$ cat src/cda_pkg.sv
`default_nettype none
package cda_pkg;

   localparam logic [1:0] ERR_NONE  = 2'd0;
   localparam logic [1:0] ERR_SET   = 2'd1;
   localparam logic [1:0] ERR_RANGE = 2'd2;

   localparam int unsigned DAY_SEC     = 86400;
   localparam int unsigned OFFSET_DAYS = 24856;
   localparam logic [32:0] OFFSET_SEC  = 33'(64'(OFFSET_DAYS) * 64'(DAY_SEC));
   localparam logic [13:0] YEAR_MIN    = 14'd1;
   localparam logic [13:0] YEAR_MAX    = 14'd9999;

   typedef struct packed {
      logic do_set;
      logic load;
      logic div_step;
      logic tod_step;
      logic walk_step;
   } cmd_type;

   typedef struct packed {
      logic div_last;
      logic tod_fin;
      logic walk_fin;
      logic walk_bad;
   } sts_type;

   // y % 25 via reciprocal multiply, exact for 14-bit years
   function automatic logic is_leap(input logic [13:0] y);
      logic [26:0] prod;
      logic [9:0]  q25;
      logic [13:0] r25;
      begin
         prod    = 27'(y) * 27'd5243;
         q25     = prod[26:17];
         r25     = y - 14'(q25) * 14'd25;
         is_leap = (y[1:0] == 2'b00) && ((r25 != 14'd0) || (y[3:0] == 4'd0));
      end
   endfunction

   function automatic logic [4:0] days_in_month(input logic [3:0] m, input logic [13:0] y);
      begin
         case (m)
            4'd1, 4'd3, 4'd5, 4'd7, 4'd8, 4'd10, 4'd12: days_in_month = 5'd31;
            4'd4, 4'd6, 4'd9, 4'd11:                     days_in_month = 5'd30;
            4'd2:    days_in_month = is_leap(y) ? 5'd29 : 5'd28;
            default: days_in_month = 5'd0;
         endcase
      end
   endfunction

endpackage
`default_nettype wire

$ cat src/cda_ctrl.sv
`default_nettype none
module cda_ctrl (
   input  wire logic             clock,
   input  wire logic             reset,
   input  wire logic             req_valid,
   input  wire logic             req_command,
   output logic                  req_stall,
   output logic                  rsp_valid,
   input  wire logic             rsp_stall,
   input  wire cda_pkg::sts_type sts,
   output cda_pkg::cmd_type      cmd
);
   localparam logic [2:0] S_IDLE = 3'd0;
   localparam logic [2:0] S_DIV  = 3'd1;
   localparam logic [2:0] S_TOD  = 3'd2;
   localparam logic [2:0] S_WALK = 3'd3;
   localparam logic [2:0] S_OUT  = 3'd4;

   logic [2:0] state_ff, state_in;

   assign req_stall = (state_ff != S_IDLE);
   assign rsp_valid = (state_ff == S_OUT);

   always_comb begin
      state_in = state_ff;
      cmd      = '0;
      case (state_ff)
         S_IDLE: begin
            if (req_valid) begin
               if (req_command) begin
                  cmd.load = 1'b1;
                  state_in = S_DIV;
               end else begin
                  cmd.do_set = 1'b1;
                  state_in   = S_OUT;
               end
            end
         end
         S_DIV: begin
            cmd.div_step = 1'b1;
            if (sts.div_last) state_in = S_TOD;
         end
         S_TOD: begin
            cmd.tod_step = 1'b1;
            if (sts.tod_fin) state_in = S_WALK;
         end
         S_WALK: begin
            cmd.walk_step = 1'b1;
            if (sts.walk_fin || sts.walk_bad) state_in = S_OUT;
         end
         S_OUT: begin
            if (!rsp_stall) state_in = S_IDLE;
         end
         default: state_in = S_IDLE;
      endcase
   end

   always_ff @(posedge clock) begin
      if (reset) state_ff <= S_IDLE;
      else       state_ff <= state_in;
   end
endmodule
`default_nettype wire

$ cat src/cda_datapath.sv
`default_nettype none
module cda_datapath (
   input  wire logic               clock,
   input  wire logic               reset,
   input  wire cda_pkg::cmd_type   cmd,
   output cda_pkg::sts_type        sts,
   input  wire logic signed [31:0] req_delta_seconds,
   input  wire logic [13:0]        req_set_year,
   input  wire logic [3:0]         req_set_month,
   input  wire logic [4:0]         req_set_day,
   input  wire logic [4:0]         req_set_hour,
   input  wire logic [5:0]         req_set_minute,
   input  wire logic [5:0]         req_set_second,
   output logic [13:0]             rsp_cur_year,
   output logic [3:0]              rsp_cur_month,
   output logic [4:0]              rsp_cur_day,
   output logic [4:0]              rsp_cur_hour,
   output logic [5:0]              rsp_cur_minute,
   output logic [5:0]              rsp_cur_second,
   output logic [1:0]              rsp_error_code
);
   logic [13:0] year_ff;
   logic [3:0]  month_ff;
   logic [4:0]  day_ff, hour_ff;
   logic [5:0]  minute_ff, second_ff;
   logic [1:0]  err_ff;

   logic [32:0] rem_ff;
   logic [15:0] quo_ff;
   logic [3:0]  cnt_ff;
   logic [4:0]  wh_ff;
   logic [5:0]  wmi_ff, wsec_ff;
   logic [13:0] wy_ff;
   logic [3:0]  wm_ff;
   logic [4:0]  wd_ff;
   logic [15:0] days_ff;
   logic        fwd_ff;

   assign rsp_cur_year   = year_ff;
   assign rsp_cur_month  = month_ff;
   assign rsp_cur_day    = day_ff;
   assign rsp_cur_hour   = hour_ff;
   assign rsp_cur_minute = minute_ff;
   assign rsp_cur_second = second_ff;
   assign rsp_error_code = err_ff;

   // set check
   logic set_ok;
   always_comb begin
      set_ok = (req_set_year >= cda_pkg::YEAR_MIN) && (req_set_year <= cda_pkg::YEAR_MAX)
             && (req_set_day != 5'd0)
             && (req_set_day <= cda_pkg::days_in_month(req_set_month, req_set_year))
             && (req_set_hour < 5'd24) && (req_set_minute < 6'd60)
             && (req_set_second < 6'd60);
   end

   // seconds of day plus delta, biased positive (true sum fits in 33 bits)
   logic [16:0] hms;
   logic [32:0] tod_sum;
   assign hms     = 17'(hour_ff) * 17'd3600 + 17'(minute_ff) * 17'd60 + 17'(second_ff);
   assign tod_sum = 33'(hms) + {req_delta_seconds[31], req_delta_seconds}
                  + cda_pkg::OFFSET_SEC;

   // restoring divide by seconds per day
   logic [32:0] div_sh;
   logic        div_ge;
   assign div_sh = 33'(cda_pkg::DAY_SEC) << cnt_ff;
   assign div_ge = (rem_ff >= div_sh);

   // month walk
   logic [4:0]  mlen, plen, step_len;
   logic [16:0] fsum;
   logic        fits, bfits;
   logic [3:0]  pm;
   logic [13:0] py;
   always_comb begin
      mlen     = cda_pkg::days_in_month(wm_ff, wy_ff);
      fsum     = 17'(wd_ff) + 17'(days_ff);
      fits     = (fsum <= 17'(mlen));
      step_len = mlen - wd_ff + 5'd1;
      bfits    = (days_ff < 16'(wd_ff));
      if (wm_ff == 4'd1) begin
         pm = 4'd12;
         py = wy_ff - 14'd1;
      end else begin
         pm = wm_ff - 4'd1;
         py = wy_ff;
      end
      plen = cda_pkg::days_in_month(pm, py);
   end

   always_comb begin
      sts.div_last = (cnt_ff == 4'd0);
      sts.tod_fin  = (rem_ff[16:0] < 17'd60);
      if (fwd_ff) begin
         sts.walk_fin = fits;
         sts.walk_bad = !fits && (wm_ff == 4'd12) && (wy_ff == cda_pkg::YEAR_MAX);
      end else begin
         sts.walk_fin = bfits;
         sts.walk_bad = !bfits && (wm_ff == 4'd1) && (wy_ff == cda_pkg::YEAR_MIN);
      end
   end

   always_ff @(posedge clock) begin
      if (reset) begin
         year_ff   <= 14'd1;
         month_ff  <= 4'd1;
         day_ff    <= 5'd1;
         hour_ff   <= 5'd0;
         minute_ff <= 6'd0;
         second_ff <= 6'd0;
         err_ff    <= cda_pkg::ERR_NONE;
      end else begin
         if (cmd.do_set) begin
            if (set_ok) begin
               year_ff   <= req_set_year;
               month_ff  <= req_set_month;
               day_ff    <= req_set_day;
               hour_ff   <= req_set_hour;
               minute_ff <= req_set_minute;
               second_ff <= req_set_second;
               err_ff    <= cda_pkg::ERR_NONE;
            end else begin
               err_ff <= cda_pkg::ERR_SET;
            end
         end
         if (cmd.load) err_ff <= cda_pkg::ERR_NONE;
         if (cmd.walk_step) begin
            if (sts.walk_fin) begin
               year_ff   <= wy_ff;
               month_ff  <= wm_ff;
               day_ff    <= fwd_ff ? fsum[4:0] : (wd_ff - days_ff[4:0]);
               hour_ff   <= wh_ff;
               minute_ff <= wmi_ff;
               second_ff <= wsec_ff;
            end else if (sts.walk_bad) begin
               err_ff <= cda_pkg::ERR_RANGE;
            end
         end
      end
   end

   always_ff @(posedge clock) begin
      if (cmd.load) begin
         rem_ff  <= tod_sum;
         quo_ff  <= '0;
         cnt_ff  <= 4'd15;
         wh_ff   <= '0;
         wmi_ff  <= '0;
         wsec_ff <= '0;
         wy_ff   <= year_ff;
         wm_ff   <= month_ff;
         wd_ff   <= day_ff;
      end
      if (cmd.div_step) begin
         if (div_ge) begin
            rem_ff         <= rem_ff - div_sh;
            quo_ff[cnt_ff] <= 1'b1;
         end
         cnt_ff <= cnt_ff - 4'd1;
      end
      if (cmd.tod_step) begin
         if (quo_ff >= 16'(cda_pkg::OFFSET_DAYS)) begin
            fwd_ff  <= 1'b1;
            days_ff <= quo_ff - 16'(cda_pkg::OFFSET_DAYS);
         end else begin
            fwd_ff  <= 1'b0;
            days_ff <= 16'(cda_pkg::OFFSET_DAYS) - quo_ff;
         end
         if (rem_ff[16:0] >= 17'd3600) begin
            rem_ff <= rem_ff - 33'd3600;
            wh_ff  <= wh_ff + 5'd1;
         end else if (rem_ff[16:0] >= 17'd60) begin
            rem_ff <= rem_ff - 33'd60;
            wmi_ff <= wmi_ff + 6'd1;
         end else begin
            wsec_ff <= rem_ff[5:0];
         end
      end
      if (cmd.walk_step && !sts.walk_fin && !sts.walk_bad) begin
         if (fwd_ff) begin
            days_ff <= days_ff - 16'(step_len);
            wd_ff   <= 5'd1;
            if (wm_ff == 4'd12) begin
               wm_ff <= 4'd1;
               wy_ff <= wy_ff + 14'd1;
            end else begin
               wm_ff <= wm_ff + 4'd1;
            end
         end else begin
            days_ff <= days_ff - 16'(wd_ff);
            wm_ff   <= pm;
            wy_ff   <= py;
            wd_ff   <= plen;
         end
      end
   end
endmodule
`default_nettype wire

$ cat src/calendar_datetime_adjust.sv
`default_nettype none
// Holds a Gregorian date and time, reset to 0001-01-01 00:00:00. A set beat
// (command 0) checks and loads the set_* fields and answers in the next cycle;
// invalid values keep the held value and return error 1. An add beat
// (command 1) moves the held value by delta_seconds: a restoring divide by
// 86400 into days, then hours and minutes are peeled off the remainder,
// then a day walk steps across each month boundary in turn. A result
// outside years 1..9999 keeps the held value and returns error 2. One beat
// is in flight at a time; req_stall is high from acceptance until the
// result beat is taken.
module calendar_datetime_adjust (
   input  wire logic               clock,
   input  wire logic               reset,
   input  wire logic               req_valid,
   output logic                    req_stall,
   input  wire logic               req_command,
   input  wire logic signed [31:0] req_delta_seconds,
   input  wire logic [13:0]        req_set_year,
   input  wire logic [3:0]         req_set_month,
   input  wire logic [4:0]         req_set_day,
   input  wire logic [4:0]         req_set_hour,
   input  wire logic [5:0]         req_set_minute,
   input  wire logic [5:0]         req_set_second,
   output logic                    rsp_valid,
   input  wire logic               rsp_stall,
   output logic [13:0]             rsp_cur_year,
   output logic [3:0]              rsp_cur_month,
   output logic [4:0]              rsp_cur_day,
   output logic [4:0]              rsp_cur_hour,
   output logic [5:0]              rsp_cur_minute,
   output logic [5:0]              rsp_cur_second,
   output logic [1:0]              rsp_error_code
);
   cda_pkg::cmd_type cmd;
   cda_pkg::sts_type sts;

   // sequencer: idle, divide, time of day, month walk, result
   cda_ctrl u_ctrl (
      .clock       (clock),
      .reset       (reset),
      .req_valid   (req_valid),
      .req_command (req_command),
      .req_stall   (req_stall),
      .rsp_valid   (rsp_valid),
      .rsp_stall   (rsp_stall),
      .sts         (sts),
      .cmd         (cmd)
   );

   // held date/time, divider and walker
   cda_datapath u_dp (
      .clock             (clock),
      .reset             (reset),
      .cmd               (cmd),
      .sts               (sts),
      .req_delta_seconds (req_delta_seconds),
      .req_set_year      (req_set_year),
      .req_set_month     (req_set_month),
      .req_set_day       (req_set_day),
      .req_set_hour      (req_set_hour),
      .req_set_minute    (req_set_minute),
      .req_set_second    (req_set_second),
      .rsp_cur_year      (rsp_cur_year),
      .rsp_cur_month     (rsp_cur_month),
      .rsp_cur_day       (rsp_cur_day),
      .rsp_cur_hour      (rsp_cur_hour),
      .rsp_cur_minute    (rsp_cur_minute),
      .rsp_cur_second    (rsp_cur_second),
      .rsp_error_code    (rsp_error_code)
   );
endmodule
`default_nettype wire
$ cat config.mk
export PLATFORM = sky130hd
export DESIGN_NAME = calendar_datetime_adjust
export DESIGN_NICKNAME = d
export VERILOG_FILES = /design/src/cda_pkg.sv /design/src/cda_ctrl.sv /design/src/cda_datapath.sv /design/src/calendar_datetime_adjust.sv
export SDC_FILE = /design/constraint.sdc
export NUM_CORES = 1
export LEC_CHECK = 0
export BUFFER_PORTS_ARGS = -buffer_cell sky130_fd_sc_hd__buf_2
export CAP_MARGIN = 20
export CORE_UTILIZATION = 65
export DETAILED_ROUTE_END_ITERATION = 10
export PLACE_DENSITY = 0.85
export SLEW_MARGIN = 10
export SYNTH_ARGS = -nofsm -noshare
export SYNTH_HDL_FRONTEND = slang
export SYNTH_SLANG_ARGS = --single-unit
$ cat constraint.sdc
create_clock -name clock -period 15.4 [get_ports clock]
set_clock_uncertainty 0.1 [all_clocks]
set_input_delay 0.77 -clock clock [delete_from_list [all_inputs] [get_ports clock]]
set_output_delay 0.77 -clock clock [all_outputs]
set_load 0.02 [all_outputs]
==> summary.md <==
Net count reported at finish: 4,392. The min-delay analysis places its worst path in the category flop to flop. The run finished with clean final reports. The number of distinct library cells after synthesis is 82.

After detailed routing, the wire length on met1 is 31.7 mm. After detailed routing, the number of vias per cell comes to 6.07. The number of enable flip-flop cells after synthesis is 34. Once layout is complete, the utilization of the core stands at 70.0%. The mean instance size in the synthesized netlist is 8.65 sq um.

After clock tree synthesis, the setup repair step added 0 buffers. The maximum single-stage delay on the critical path is 630 ps. The final number of hold-violating endpoints came out at 0. The first global-routing pass estimated 126 mm of wire.

The number of clock buffers added by TritonCTS is 17. After detailed routing, the average wire length per cell comes to 18.9 um. Data on the critical path is required at its endpoint by 15,500 ps. The number of nets in the synthesized netlist is 4,335.

The first detailed-routing pass took 7 iterations. After synthesis, the share of flip-flops with an asynchronous set or reset is 0%. In the routed design, unresolved DRC markers number 0.

For this run, the leading register cell type out of synthesis is dfxtp_1. Clock tree synthesis found a total of 155 sinks. Summing all placed instances gives a cell area of 0.0305 sq mm. Cells with a size suffix above 1 make up 6.83% of the layout. Global routing used 34.0% of the available tracks across all layers. Across the run, the number of max-cap violations was 0. TritonCTS built the clock tree. In this run the clock root is driven by a clkbuf_16.

The logs give 0 for the total number of yosys warnings and 0 for the number of nets with antenna violations after routing. For this configuration, the core starts out at a cell density of 66.2%. The category of the worst setup path launch point is a flop. The critical path in this run is classified as flop to flop.

The final critical path takes up 82.9% of the cycle. The post-layout minimum cycle time is 12,760 ps, and the total length of routed met2 wires is 35.7 mm. The post-cts hold buffer count is 0.

For the post-synthesis cell area, the log shows 0.0294 sq mm. Global routing finished with a remaining overflow of 0. The number of antenna violations at the first check in global routing was 1; the maximum level of the CTS H-tree was 4. At the end of routability-driven placement, the weighted congestion stood at 0.956.

The top-level port count was 121. For the worst path arrival time, the log shows 12,870 ps. Static timing analysis puts the maximum clock frequency at 78.3 MHz. The worst pin sits at a relative slew slack of 25.4%. At the later pin of the worst-skew pair, clock insertion delay measures 480 ps. Across all setup checks in the final design, the least slack found is 2640 ps.

The synthesis-to-finish area growth is 5.74%, and the total negative setup slack is 0 ps. The cell that appears most often on the critical path is inv_1. The die covers 0.0461 sq mm. After floorplanning, the core was sized to cover 0.0444 sq mm. Setup repair after global routing left no endpoint under its margin. The longest clock path from root to sink contains 2 buffers. OpenSTA, run right after detailed placement, puts the worst setup slack at 2910 ps. The routed design uses 6.17 mm of met3 wire.

Sequential cells were found to cover 11.7% of the synthesized design area. The run gives 75 as the pin count of the biggest net entering global routing. The finished cells cover 0.0311 sq mm. The floorplan die height came out at 215 um. The iteration-0 DRC count of the detailed router was 2,224. Synthesis-stage register bit count: 155.

Clock-pin slew was measured on the worst setup and hold paths at 70 ps. Setup violations remaining at the end of the flow were counted as 0. The top cell types in the final layout, fill and taps aside, are ha_1, inv_1, fa_1. For this block, the routed nets add up to 76.6 mm of wire. Final max-slew violation count: 0. Input and output buffers added on the ports amount to 120. For the via count of the first global-routing pass, the log shows 24,700. Share of the synthesized area in the top cell type: 25.6%. Of all cell types, the one taking the most synthesized area is ha_1. From left edge to right edge, the die measures 215 um. STA classifies the critical path endpoint as a flop. The library cell used most frequently in the layout, excluding fill and tap cells, is ha_1.

The largest fanout of any net on the critical path works out to 11. By area the synthesized netlist is led by ha_1, fa_1, dfxtp_1. For the number of gates resized after CTS, the log shows 0.

Via count of the routed design: 24,700. Number of instances in the synthesized netlist: 3,399. The highest metal layer carrying signal wires in the routed design is met5. The number of placement rows was 77; the estimated wirelength of the detail-placed design was 62.9 mm. The worst-margin pin slew is 1110 ps, and the reg2reg setup slack is 2640 ps. The number of antenna repair diodes is 0. The cell at the slowest stage of the critical path was dfxtp_1.
==> through the flow <==
stage | std cells | hold WS (ps)
after floorplan | 3399 | 336
after global placement | 4028 | 340
after detailed placement | 4028 | 349
after CTS | 4060 | 358
after global routing | 4061 | 385
final | 4061 | 357
==> cell type report <==
type                            count  area [sq um]
Fill cell                        3372         13300
Clock inverter                     12           151
Clock buffer                       20           457
Tap cell                          592           741
Inverter                          564          2120
Multi-Input combinational cell   2579         23400
Timing Repair Buffer              139           741
Sequential cell                   155          3440
==> synthesized netlist by cell type (7+ instances only) <==
cell type    n
a211oi_1    49
a21boi_0    12
a21o_1      55
a21oi_1    193
a221oi_1     7
a221oi_2    10
a22o_1      10
a22oi_1     10
a31oi_1     31
and2_1      17
and3_1      24
and4_1       9
buf_2       14
clkbuf_1    81
dfxtp_1    121
edfxtp_1    34
fa_1       258
ha_1       601
inv_1      562
mux2_2      26
mux2i_1     53
nand2_1    217
nand2b_1    30
nand3_1     59
nand4_1     28
nor2_1     200
nor2b_1     22
nor3_1      64
nor4_1      16
o2111ai_1    8
o211ai_1    22
o21a_1      20
o21ai_0    142
o21bai_1    13
o221ai_1    13
o22ai_1     22
o31ai_1     10
or2_2       11
or3_1       16
or4_1       13
xnor2_1    147
xor2_1      58
==> sequential cells by signal, indices dropped and copies added, names as in the netlist <==
signal               flops
u_ctrl.state_ff          3
u_dp.cnt_ff              4
u_dp.days_ff            16
u_dp.fwd_ff              1
u_dp.quo_ff             16
u_dp.rem_ff             33
u_dp.rsp_cur_day         5
u_dp.rsp_cur_hour        5
u_dp.rsp_cur_minute      6
u_dp.rsp_cur_month       4
u_dp.rsp_cur_second      6
u_dp.rsp_cur_year       14
u_dp.rsp_error_code      2
u_dp.wd_ff               5
u_dp.wh_ff               5
u_dp.wm_ff               4
u_dp.wmi_ff              6
u_dp.wsec_ff             6
u_dp.wy_ff              14
==> worst paths after layout <==
check,from,to,depth (start not counted)
setup / recovery,u_dp.wy_ff[11]$_DFF_P_,u_dp.days_ff[14]$_DFFE_PP_,52
hold / removal,u_dp.rsp_error_code[1]$_SDFF_PP0_,u_dp.rsp_error_code[1]$_SDFF_PP0_,2
hold reg to reg,u_dp.rsp_error_code[1]$_SDFF_PP0_,u_dp.rsp_error_code[1]$_SDFF_PP0_,2
setup reg to reg,u_dp.wy_ff[11]$_DFF_P_,u_dp.days_ff[14]$_DFFE_PP_,52
==> worst max-delay path: cells and delay by family, from the launching register on <==
family / cells / cell delay, ps
compound gates: 16 / 3290
xor+xnor: 2 / 350
fa+ha+maj: 13 / 5370
buf+inv: 10 / 880
flops: 1 / 630
mux: 1 / 80
simple gates: 10 / 1730
==> per-layer routing <==
layer / vias to the layer above / track usage (%)
met5: - / 0
met3: 183 / 7.02
met1: 11700 / 43.4
li1: 11700 / -
met4: 2 / 13.1
met2: 996 / 56.4
==> cell families (layout without fill, tap and decap cells) <==
group,Yosys count,count (layout),share of synthesized area (%)
compound gates,684,684,15.2
xor+xnor,205,205,6.11
fa+ha+maj,859,859,43.2
buf+inv,665,735,8.63
flops,155,155,11.7
mux,82,82,2.95
simple gates,749,749,12.2
Power is not shown: default switching activity piles up to over one toggle a cycle in this logic, so the estimate is an artifact.
